**src/design/address_lease_pool_server_top_defines.svh**
```systemverilog
// assertion macros shared by the lease pool server
`ifndef ADDRESS_LEASE_POOL_SERVER_TOP_DEFINES_SVH
`define ADDRESS_LEASE_POOL_SERVER_TOP_DEFINES_SVH

// implication checked at every clock edge outside reset
`define ALPS_ASSERT_IMP(label, clk, rst_n, ante, cons) \
	label: assert property (@(posedge clk) disable iff (!rst_n) (ante) |-> (cons)) \
		else $error("assertion failed");

// next-cycle implication checked outside reset
`define ALPS_ASSERT_NEXT(label, clk, rst_n, ante, cons) \
	label: assert property (@(posedge clk) disable iff (!rst_n) (ante) |=> (cons)) \
		else $error("assertion failed");

`endif

```
**src/design/alps_pkg.sv**
```systemverilog
`default_nettype none
package alps_pkg;
	localparam int PoolSizeDefault = 256;

	localparam logic [1:0] ST_FREE     = 2'd0;
	localparam logic [1:0] ST_PENDING  = 2'd1;
	localparam logic [1:0] ST_OCCUPIED = 2'd2;
	localparam logic [1:0] ST_EXPIRED  = 2'd3;

	localparam logic [1:0] KIND_DISCOVER = 2'd0;
	localparam logic [1:0] KIND_REQUEST  = 2'd1;

	localparam logic [1:0] REPLY_OFFER = 2'd0;
	localparam logic [1:0] REPLY_ACK   = 2'd1;
	localparam logic [1:0] REPLY_NAK   = 2'd2;

	localparam logic [2:0] REG_POOL_IN_USE   = 3'd0;
	localparam logic [2:0] REG_LEASE_DEFAULT = 3'd1;
	localparam logic [2:0] REG_LEASE_MAX     = 3'd2;
	localparam logic [2:0] REG_LEASE_MIN     = 3'd3;
	localparam logic [2:0] REG_SERVER_ID     = 3'd4;

	typedef enum logic [1:0] {
		OP_DROP,
		OP_DISCOVER,
		OP_REQ_SELF,
		OP_REQ_OTHER
	} op_t;

	// classified message word passed from front to back
	typedef struct packed {
		op_t         op;
		logic [31:0] msg_time;
		logic [15:0] sender;
		logic [15:0] asked_address;
		logic [32:0] lease;
	} msg_t;
endpackage
`default_nettype wire

```
**src/design/alps_front.sv**
```systemverilog
`default_nettype none
module alps_front
	import alps_pkg::*;
(
	input  wire logic        clk,
	input  wire logic        arst_n,
	input  wire logic        in_valid,
	input  wire logic [1:0]  req_type,
	input  wire logic [31:0] msg_time,
	input  wire logic [15:0] sender_id,
	input  wire logic        to_broadcast,
	input  wire logic [15:0] receiver_id,
	input  wire logic [15:0] asked_address,
	input  wire logic [31:0] asked_expiry,
	input  wire logic [31:0] lease_default,
	input  wire logic [31:0] lease_max,
	input  wire logic [31:0] lease_min,
	input  wire logic [15:0] server_id,
	output msg_t             word_s1,
	output logic             valid_s1
);
	logic [32:0] lo, hi, dflt, e0, e1, e2;
	op_t         op;

	// lease clamp: default, raise to min, lower to max
	always_comb begin
		lo   = {1'b0, msg_time} + {1'b0, lease_min};
		hi   = {1'b0, msg_time} + {1'b0, lease_max};
		dflt = {1'b0, msg_time} + {1'b0, lease_default};
		e0   = (asked_expiry == 32'd0) ? dflt : {1'b0, asked_expiry};
		e1   = (e0 < lo) ? lo : e0;
		e2   = (e1 > hi) ? hi : e1;
	end

	// classify by kind, broadcast and receiver
	always_comb begin
		op = OP_DROP;
		if (req_type == KIND_DISCOVER && to_broadcast) begin
			op = OP_DISCOVER;
		end else if (req_type == KIND_REQUEST && !to_broadcast) begin
			op = (receiver_id == server_id) ? OP_REQ_SELF : OP_REQ_OTHER;
		end
	end

	// front register
	always_ff @(posedge clk or negedge arst_n) begin
		if (!arst_n) begin
			valid_s1 <= 1'b0;
		end else begin
			valid_s1 <= in_valid;
		end
	end

	always_ff @(posedge clk) begin
		if (in_valid) begin
			word_s1 <= '{op: op, msg_time: msg_time, sender: sender_id,
				asked_address: asked_address, lease: e2};
		end
	end
endmodule
`default_nettype wire

```
**config.mk**
```make
export PLATFORM = sky130hd
export DESIGN_NAME = alps_front
export DESIGN_NICKNAME = d
export VERILOG_FILES = /design/src/design/address_lease_pool_server_top_defines.svh /design/src/design/alps_pkg.sv /design/src/design/alps_front.sv
export SDC_FILE = /design/constraint.sdc
export NUM_CORES = 1
export LEC_CHECK = 0
export ABC_AREA = 1
export ABC_CLOCK_PERIOD_IN_PS = 800
export BUFFER_PORTS_ARGS = -buffer_cell sky130_fd_sc_hd__buf_2
export CELL_PAD_IN_SITES_DETAIL_PLACEMENT = 1
export CELL_PAD_IN_SITES_GLOBAL_PLACEMENT = 2
export CORE_ASPECT_RATIO = 1.4
export CORE_UTILIZATION = 29
export CTS_CLUSTER_DIAMETER = 120
export DETAILED_ROUTE_END_ITERATION = 12
export PLACE_DENSITY = 0.87
export SETUP_SLACK_MARGIN = 0.15
export SYNTH_ARGS = -nofsm -noshare
export SYNTH_HDL_FRONTEND = slang
export SYNTH_SLANG_ARGS = --single-unit
```
**constraint.sdc**
```tcl
create_clock -name clk -period 0.8 [get_ports clk]
set_clock_uncertainty 0.1 [all_clocks]
set_input_delay 0.08 -clock clk [delete_from_list [all_inputs] [get_ports clk]]
set_output_delay 0.08 -clock clk [all_outputs]
set_load 0.05 [all_outputs]
```
==> results of run 1 <==
## registers in the layout, summed over array words and instances (netlist names)
signal,count
valid_s1,1
word_s1,99
## timing repair
| item | in CTS | in global routing |
|---|---|---|
| endpoints found under the hold margin | 48 | 41 |
| gates resized for setup | 434 | 277 |
| pin swaps | 68 | 96 |
| cloned | 7 | 1 |
| setup endpoints to repair | 134 | 134 |
| buffers inserted | 28 | 26 |
## layout by cell type, fill, tap and decap left out, types with 91 or more instances in the layout
cell and instances:
buf_2 215, buf_4 569, buf_6 118, edfxtp_1 99, ha_1 91, inv_1 341
nand2_1 586, nand2_2 97, nand3_1 96, nor2_1 132
## cells in the mapped netlist, drive strengths merged, types with 6 or more instances
cell / instances
o21ai: 84
nand3: 143
and2: 25
nand2: 717
edfxtp: 99
nor2: 171
o21bai: 14
ha: 161
or2: 6
buf: 15
xor2: 21
nor3: 17
a31oi: 7
xnor2: 29
inv: 356
nand3b: 7
a21oi: 121
nand4: 27
## report_power, final
group | switching, mW | total, mW | internal (mW)
logic | 19.3 | 33.4 | 14.1
clock network | 2.17 | 4.30 | 2.13
registers | 0.709 | 7.82 | 7.12
total | 22.2 | 45.5 | 23.4
## metal layers
| metal | share of wire [%] | vias to the layer above |
|---|---|---|
| li1 | - | 8440 |
| met1 | 34 | 9275 |
| met2 | 49 | 1110 |
| met3 | 5.9 | 530 |
| met4 | 10 | 2 |
| met5 | 0.015 | - |
## how the worst min path moves through the flow
stage                            startpoint                    end  depth (start not counted)
final                     asked_address[11]  word_s1[44]$_DFFE_PP_                          1
after global routing          sender_id[10]  word_s1[59]$_DFFE_PP_                          1
after CTS                 asked_address[11]  word_s1[44]$_DFFE_PP_                          1
after detailed placement             arst_n     valid_s1$_DFF_PN0_                          1
after global placement               arst_n     valid_s1$_DFF_PN0_                          1
after floorplan                      arst_n     valid_s1$_DFF_PN0_                          0
## cell type report
class | count | share of cell area, %
clock buffers | 9 | 0.966
clock inverters | 7 | 0.209
inverters | 356 | 5.85
multi-input cells | 1574 | 45.9
flip-flops and latches | 100 | 12.9
well taps | 558 | 2.99
repair buffers | 933 | 30.9
repair inverters | 4 | 0.236
## cell families after synthesis
family | share of synthesized area [%]
fa+ha+maj | 16.1
simple gates | 35.8
buf+inv | 11.2
compound gates | 10.2
flops | 23.3
xor+xnor | 3.40
==> reports/results.ini, run 1 <==
[outcome]
outcome=complete, but fails checks
failed_checks=negative hold slack, negative setup slack

[route]
post_drt_wl_per_cell_um=24.3
drtAntennaViolNets=0
drt_first_pass_iters=5
drc=0
routed_via_density=5.47
num_vias=19357
wl_um=86100
drt_iter0_drc=1211

[placement]
numPortBuffers=329
place_inst=3462
dp_hpwl_um=56100
dp_slack_ns=-4.88
dpl_cell_area_um2=19400
routabilityCongestion=0.984

[sta]
finalHoldViolCount=40
setup_viol=134
finalSetupTns_ns=-209.03
hold_slack_ns=-0.218
post-route-min-period_ns=6.27
tightest_slew_ns=0.662
maxSlewHeadroom_pct=55.7
slew_viol_final=0
rsz0062_at_grt=yes
timing.final.crit_share_pct=784
worst_slack_ns=-5.47
max_freq_mhz=159

[global_route]
use_met1_pct=29.4
use_met3_pct=3.03
grt_overflow=0
track_usage_pct=30.6
grt_pass1_vias=19929
gr-max-usage-layer=met2
grt_util_met2_pct=58.6
antenna_found_initial=1
grt_pass1_wl_um=106000
grt_max_degree=35

[setup_path]
critical-path-top-delay-family=simple AND/OR/NAND/NOR gates
critPathCaptureType=register
cp_num_cells=38
cp-startpoint=msg_time[15]
path_buf_inv=9
path_class=in2reg
cp_common_cell=nand2_1
crit_fanout=7
worstPathRequired_ns=0.81
endpoint=word_s1[21]$_DFFE_PP_
crit_path_start_kind=input port
crit_path_top_delay_cell=nand4_1
arrival_ns=6.28
critical_path.max_stage_delay_ns=0.44

[yosys]
yosys_register_bits=100
ys.flop_type=edfxtp_1
synth_area_leaders=edfxtp_1 23%, nand2_1 21%, ha_1 16%, inv_1 10%, nand3_1 5.6%
netlist_area_um2=12900
synth_area_per_cell_um2=6.30
async_flop_share_pct=1.00
yosys.area.top_type_share_pct=23.1
synthCells=2045
synth_area_leader_cell=edfxtp_1
yosys_warnings=0
synth-seq-area-share_pct=23.3
synth_edf_count=99
synth_fp_nets=2439
yosysUniqueCellTypes=42

[clock_network]
cts_root_buf=clkbuf_16
postCtsHoldBufs=1
clock_sinks=100
clk_path_buf_depth=2
h-tree-depth=3
numCtsBuffers=9
clk_pin_slew_worst_paths_ns=0.07
cts_tree=built

[final_layout]
multi_input_area_um2=10700
fin_cells=3541
syn_to_final_growth_pct=80.9
fin_util_pct=53.1
final-seq-area_um2=3000
final_layout_size_suffix_gt1_share_pct=45.6
diodes=0
n_fill_cell=5549
nNetsFinal=3372
final_area_um2=23300

[power]
power_density_nw_per_um2=1950
p_leak_nw=12.2
power.total_mw=45.5
ir_worst_vdd_mv=0.988

[min_path]
hold_path_class=in2reg

[die]
core_um2=43900
die_area_um2=45300
start_util_pct=29.3
rows=91
ios=330
die_w_um=180
fp.dieH_um=251

[flow_run]
drv_cap=0

No activity file was read; power rests on OpenSTA's default activity.
==> inputs of run 2 (changes only) <==
--- a/config.mk
+++ b/config.mk
@@ -12,6 +12,7 @@
 export CELL_PAD_IN_SITES_GLOBAL_PLACEMENT = 2
 export CORE_ASPECT_RATIO = 1.4
 export CORE_UTILIZATION = 29
+export CTS_BUF_LIST = sky130_fd_sc_hd__clkbuf_4
 export CTS_CLUSTER_DIAMETER = 120
 export DETAILED_ROUTE_END_ITERATION = 12
 export PLACE_DENSITY = 0.87
==> reports/results.ini, run 2 (same netlist as run 1, synthesis figures left out) <==
[route]
drtAntennaViolNets=0  ; unchanged
num_vias=19239  ; -0.61%
post_drt_wl_per_cell_um=23.8  ; -2.0%
drt_iter0_drc=1131  ; -6.6%
wl_um=85400  ; -0.80%
drt_first_pass_iters=7  ; +2
drc=0  ; unchanged
routed_via_density=5.37  ; -1.8%

[final_layout]
reg_top3=word_s1: 99 flops, valid_s1: 1 flops
syn_to_final_growth_pct=82.7
final_layout_size_suffix_gt1_share_pct=45.6  ; about the same
fin_util_pct=53.6  ; +0.50 points
final_area_um2=23500  ; +0.95%
top_register=word_s1
nNetsFinal=3412  ; +1.2%
largest_reg_flops=99  ; unchanged
layout_commonest_cell=nand2_1
mostFrequentLayoutCells=583 x nand2_1, 580 x buf_4, 340 x inv_1

[clock_network]
cts_tree=built
clock_sinks=100  ; unchanged
cts_root_buf=clkbuf_4
postCtsHoldBufs=40  ; +39
numCtsBuffers=9  ; unchanged
clk_pin_slew_worst_paths_ns=0.19  ; +0.12 ns
h-tree-depth=3  ; unchanged
clk_path_buf_depth=2  ; unchanged

[flow_run]
drv_cap=0  ; unchanged

[sta]
tightest_slew_ns=0.575  ; -0.0865 ns
maxSlewHeadroom_pct=61.5  ; +5.7 points
max_freq_mhz=170  ; +6.9%
finalHoldViolCount=122  ; +200%
hold_slack_ns=-0.223  ; -0.00545 ns
slew_viol_final=0  ; unchanged
post-route-min-period_ns=5.87  ; -0.408 ns
worst_slack_ns=-5.07  ; +0.408 ns
setup_viol=133  ; -0.75%
timing.final.crit_share_pct=733  ; -51 points
rsz0062_at_grt=yes

[placement]
numPortBuffers=329  ; unchanged
routabilityCongestion=0.984  ; unchanged
dp_hpwl_um=56100  ; unchanged
dpl_cell_area_um2=19400  ; unchanged

[setup_path]
critical_path.max_stage_delay_ns=0.36  ; -0.08 ns
path_buf_inv=8  ; -1
crit_path_top_delay_cell=nand4_1
cp-startpoint=msg_time[16]
critPathCaptureType=register
critical-path-top-delay-family=simple AND/OR/NAND/NOR gates
worstPathRequired_ns=1.04  ; +0.23 ns
crit_path_start_kind=input port
arrival_ns=6.10  ; -0.18 ns
crit_fanout=8  ; +1
path_class=in2reg
cp_common_cell=nand2_1

[die]
ios=330  ; unchanged
core_um2=43900  ; unchanged
start_util_pct=29.3  ; unchanged
fp.dieH_um=251  ; unchanged
rows=91  ; unchanged
die_w_um=180  ; unchanged
die_area_um2=45300  ; unchanged

[power]
power_density_nw_per_um2=1820  ; -6.9%
clock_power_share_pct=6.1  ; -3.3 points
power.switching_mw=21.6  ; -2.7%
power.total_mw=42.8  ; -6.1%
p_leak_nw=12.2  ; +0.48%
switching_share_pct=50.4  ; +1.7 points
ir_worst_vdd_mv=0.895  ; -9.4%
intPower_mw=21.2  ; -9.2%
p_seq_share_pct=18.2  ; +1.0 points
p_comb_share_pct=75.7  ; +2.3 points

[global_route]
grt_pass1_vias=19889  ; -0.20%
antenna_found_initial=4  ; +3
grt_pass1_wl_um=104000  ; -1.5%
grt_overflow=0  ; unchanged
grt_max_degree=35  ; unchanged
track_usage_pct=30.1  ; -0.51 points

[min_path]
min_from=req_type[1]
hold_path_class=in2reg

[outcome]
outcome=complete, but fails checks
failed_checks=negative hold slack, negative setup slack

==> run 2: cell count changes in the layout (fill, tap and decap cells not counted), moves of 8 or more <==
cell           previous run  this run
clkbuf_16                10         2
nand2_2                  97       109
nand2_4                  34        26
dlygate4sd3_1             1        39
clkbuf_4                  6        17
buf_4                   569       580
==> run 2: power by group through the flow <==
stage | logic [mW] | registers [mW] | clock network [mW]
after floorplan | 8.98 | 10.8 | 0
after global placement | 21.0 | 7.71 | 0
after detailed placement | 21.9 | 7.68 | 0
after CTS | 26.1 | 7.79 | 2.62
after global routing | 33.7 | 7.85 | 2.80
final | 32.4 | 7.80 | 2.62
==> run 2: metal layers <==
| metal | vias to the layer above | part of all wire (%) | track usage (%) |
|---|---|---|---|
| met2 | 983 | 50 | 58.0 |
| met3 | 482 | 6.3 | 3.00 |
| li1 | 8523 | - | - |
| met1 | 9251 | 34 | 28.8 |
| met5 | - | 0 | 0 |
| met4 | 0 | 9.8 | 25.1 |
==> run 2: stage by stage <==
| step | setup TNS, ns | setup slack (ns) | instances | hold WS (ns) |
|---|---|---|---|---|
| after global routing | -223.20 | -5.23 | 3583 | -0.238 |
| after detailed placement | -171.41 | -4.88 | 3462 | -0.244 |
| final | -214.93 | -5.07 | 3583 | -0.223 |
| after CTS | -181.87 | -3.89 | 3559 | -0.266 |
| after floorplan | -118.50 | -3.60 | 2045 | -0.316 |
| after global placement | -165.33 | -4.73 | 3462 | -0.245 |
==> run 2: final timing paths <==
path,cells past startpoint,slack [ns],end
setup / recovery,37,-5.07,word_s1[0]$_DFFE_PP_
hold / removal,2,-0.22,word_s1[98]$_SDFFCE_PP0P_
max in group asynchronous,3,0.22,valid_s1$_DFF_PN0_
min in group asynchronous,3,0.27,valid_s1$_DFF_PN0_
==> run 2: cell type report <==
type	instances	area (um2)
diodes	2	5.00
repair buffers	973	7570
flip-flops and latches	100	3000
inverters	356	1380
clock inverters	7	48.8
multi-input cells	1574	10700
repair inverters	4	53.8
clock buffers	9	67.6
well taps	558	698
fillers	5538	20400
==> run 2: what timing repair did <==
item | CTS | global route
hold endpoints to repair | 170 | 132
buffers inserted | 37 | 19
setup endpoints to repair | 134 | 137
pin swaps | 55 | 101
gates resized for setup | 415 | 317
cloned | 4 | 4
==> inputs of run 3 (changes only) <==
--- a/config.mk
+++ b/config.mk
@@ -15,7 +15,8 @@
 export CTS_BUF_LIST = sky130_fd_sc_hd__clkbuf_4
 export CTS_CLUSTER_DIAMETER = 120
 export DETAILED_ROUTE_END_ITERATION = 12
-export PLACE_DENSITY = 0.87
+export HOLD_SLACK_MARGIN = 0.08
+export PLACE_DENSITY = 0.86
 export SETUP_SLACK_MARGIN = 0.15
 export SYNTH_ARGS = -nofsm -noshare
 export SYNTH_HDL_FRONTEND = slang
==> reports/results.ini, run 3 (same netlist as run 1, synthesis figures left out) <==
[final_layout]
nNetsFinal=3370  ; -1.2%
layout_commonest_cell=nand2_1
fin_cells=3542  ; -1.1%
syn_to_final_growth_pct=69.0
n_fill_cell=5736  ; +3.6%
final_layout_size_suffix_gt1_share_pct=37.6  ; -8.0 points
largest_reg_flops=99  ; unchanged
reg_top3=word_s1: 99 flops, valid_s1: 1 flops
mostFrequentLayoutCells=666 x nand2_1, 553 x buf_4, 351 x inv_1
multi_input_area_um2=9490  ; -12%
top_register=word_s1
final-seq-area_um2=3000  ; unchanged

[route]
drt_first_pass_iters=7  ; unchanged
routed_via_density=4.96  ; -7.7%
num_vias=17555  ; -8.8%
drt_iter0_drc=571  ; -50%
post_drt_wl_per_cell_um=19.4  ; -19%
wl_um=68700  ; -20%
drtAntennaViolNets=0  ; unchanged
drc=0  ; unchanged

[sta]
rsz0062_at_grt=yes
hold_slack_ns=-0.203  ; +0.0207 ns
maxSlewHeadroom_pct=60.7  ; -0.78 points
finalSetupTns_ns=-185.89  ; +29.03 ns
post-route-min-period_ns=4.93  ; -0.932 ns
max_freq_mhz=203  ; +19%
finalHoldViolCount=70  ; -43%
worst_slack_ns=-4.13  ; +0.932 ns
slew_viol_final=0  ; unchanged
tightest_slew_ns=0.583  ; +0.00833 ns
timing.final.crit_share_pct=617  ; -120 points
setup_viol=134  ; +0.75%

[clock_network]
cts_tree=built
clk_path_buf_depth=2  ; unchanged
numCtsBuffers=9  ; unchanged
clock_sinks=100  ; unchanged
clk_pin_slew_worst_paths_ns=0.17  ; -0.02 ns
h-tree-depth=3  ; unchanged
cts_root_buf=clkbuf_4

[global_route]
use_met3_pct=2.30  ; -0.71 points
grt_pass1_wl_um=101000  ; -3.1%
grt_max_degree=52  ; +49%
use_met1_pct=28.3  ; -0.53 points
grt_pass1_vias=19290  ; -3.0%
track_usage_pct=29.3  ; -0.84 points
grt_overflow=0  ; unchanged
antenna_found_initial=3  ; -1
grt_util_met2_pct=58.4  ; +0.43 points
gr-max-usage-layer=met2

[placement]
routabilityCongestion=0.996  ; +1.3%
place_inst=3462  ; unchanged
numPortBuffers=329  ; unchanged
dp_hpwl_um=57100  ; +1.7%

[power]
ir_worst_vdd_mv=0.841  ; -6.0%
power.switching_mw=17.1  ; -21%
power_density_nw_per_um2=1640  ; -9.5%
p_leak_nw=11.7  ; -4.1%
intPower_mw=18.7  ; -12%
p_seq_share_pct=21.7  ; +3.5 points
clock_power_share_pct=7.2  ; +1.1 points
p_comb_share_pct=71.1  ; -4.6 points
switching_share_pct=47.8  ; -2.6 points

[setup_path]
crit_path_start_kind=input port
cp_common_cell=nand4_1
critical-path-top-delay-family=simple AND/OR/NAND/NOR gates
crit_path_top_delay_cell=fa_2
critical_path.max_stage_delay_ns=0.40  ; +0.04 ns
critPathCaptureType=register
worstPathRequired_ns=0.99  ; -0.05 ns
crit_fanout=15  ; +7
path_buf_inv=5  ; -3
arrival_ns=5.13  ; -0.97 ns
path_class=in2reg

[die]
start_util_pct=29.3  ; unchanged
core_um2=43900  ; unchanged
ios=330  ; unchanged
rows=91  ; unchanged
die_w_um=180  ; unchanged
die_area_um2=45300  ; unchanged
fp.dieH_um=251  ; unchanged

[flow_run]
drv_cap=0  ; unchanged

[outcome]
outcome=complete, but fails checks
failed_checks=negative hold slack, negative setup slack

[min_path]
hold_path_class=in2reg

==> run 3: final timing paths <==
kind / from / to / slack, ns / cells after the start
min: msg_time[29] / word_s1[94]$_DFFE_PP_ / -0.20 / 2
max in group asynchronous: arst_n / valid_s1$_DFF_PN0_ / 0.19 / 3
max: msg_time[0] / word_s1[23]$_DFFE_PP_ / -4.13 / 32
min in group asynchronous: arst_n / valid_s1$_DFF_PN0_ / 0.31 / 3
==> run 3: power groups by stage <==
stage	Clock, mW	Combinational (mW)	Sequential [mW]
after floorplan	0	8.98	10.8
after global placement	0	21.1	7.67
after detailed placement	0	22.1	7.69
after CTS	2.67	24.3	7.80
after global routing	2.78	27.3	7.82
final	2.57	25.5	7.78
==> run 3: area by class of cell <==
| type | instances | share of cell area [%] |
|---|---|---|
| Antenna cell | 3 | 0.0345 |
| Sequential cell | 100 | 13.8 |
| Timing Repair Buffer | 934 | 32.7 |
| Clock inverter | 5 | 0.172 |
| Inverter | 356 | 6.20 |
| Clock buffer | 11 | 0.379 |
| Tap cell | 558 | 3.20 |
| Timing Repair inverter | 1 | 0.0287 |
| Multi-Input combinational cell | 1574 | 43.6 |
==> run 3: timing repair <==
item	CTS	global route
hold buffers	39	1
setup endpoints to repair	134	140
buffers inserted	11	8
endpoints found under the hold margin	170	137
gates resized for setup	283	133
pin swaps	16	34
gates cloned	3	0
==> run 3: through the flow <==
step,area [um2],util (%),setup WS [ns],hold slack [ns],power (mW)
CTS,21100,48.1,-3.92,-0.236,34.7
global placement,19500,44.3,-4.86,-0.245,28.7
floorplan,13000,-,-3.60,-0.316,19.8
detailed placement,19500,44.3,-5.11,-0.234,29.8
finish,21800,49.6,-4.13,-0.203,35.8
global route,21800,49.6,-4.36,-0.195,37.9
==> run 3: routing by layer <==
| layer | vias up | share of wire, % |
|---|---|---|
| li1 | 8421 | - |
| met1 | 8422 | 35 |
| met2 | 494 | 54 |
| met3 | 218 | 2.9 |
| met4 | 0 | 7.6 |
| met5 | - | 0 |
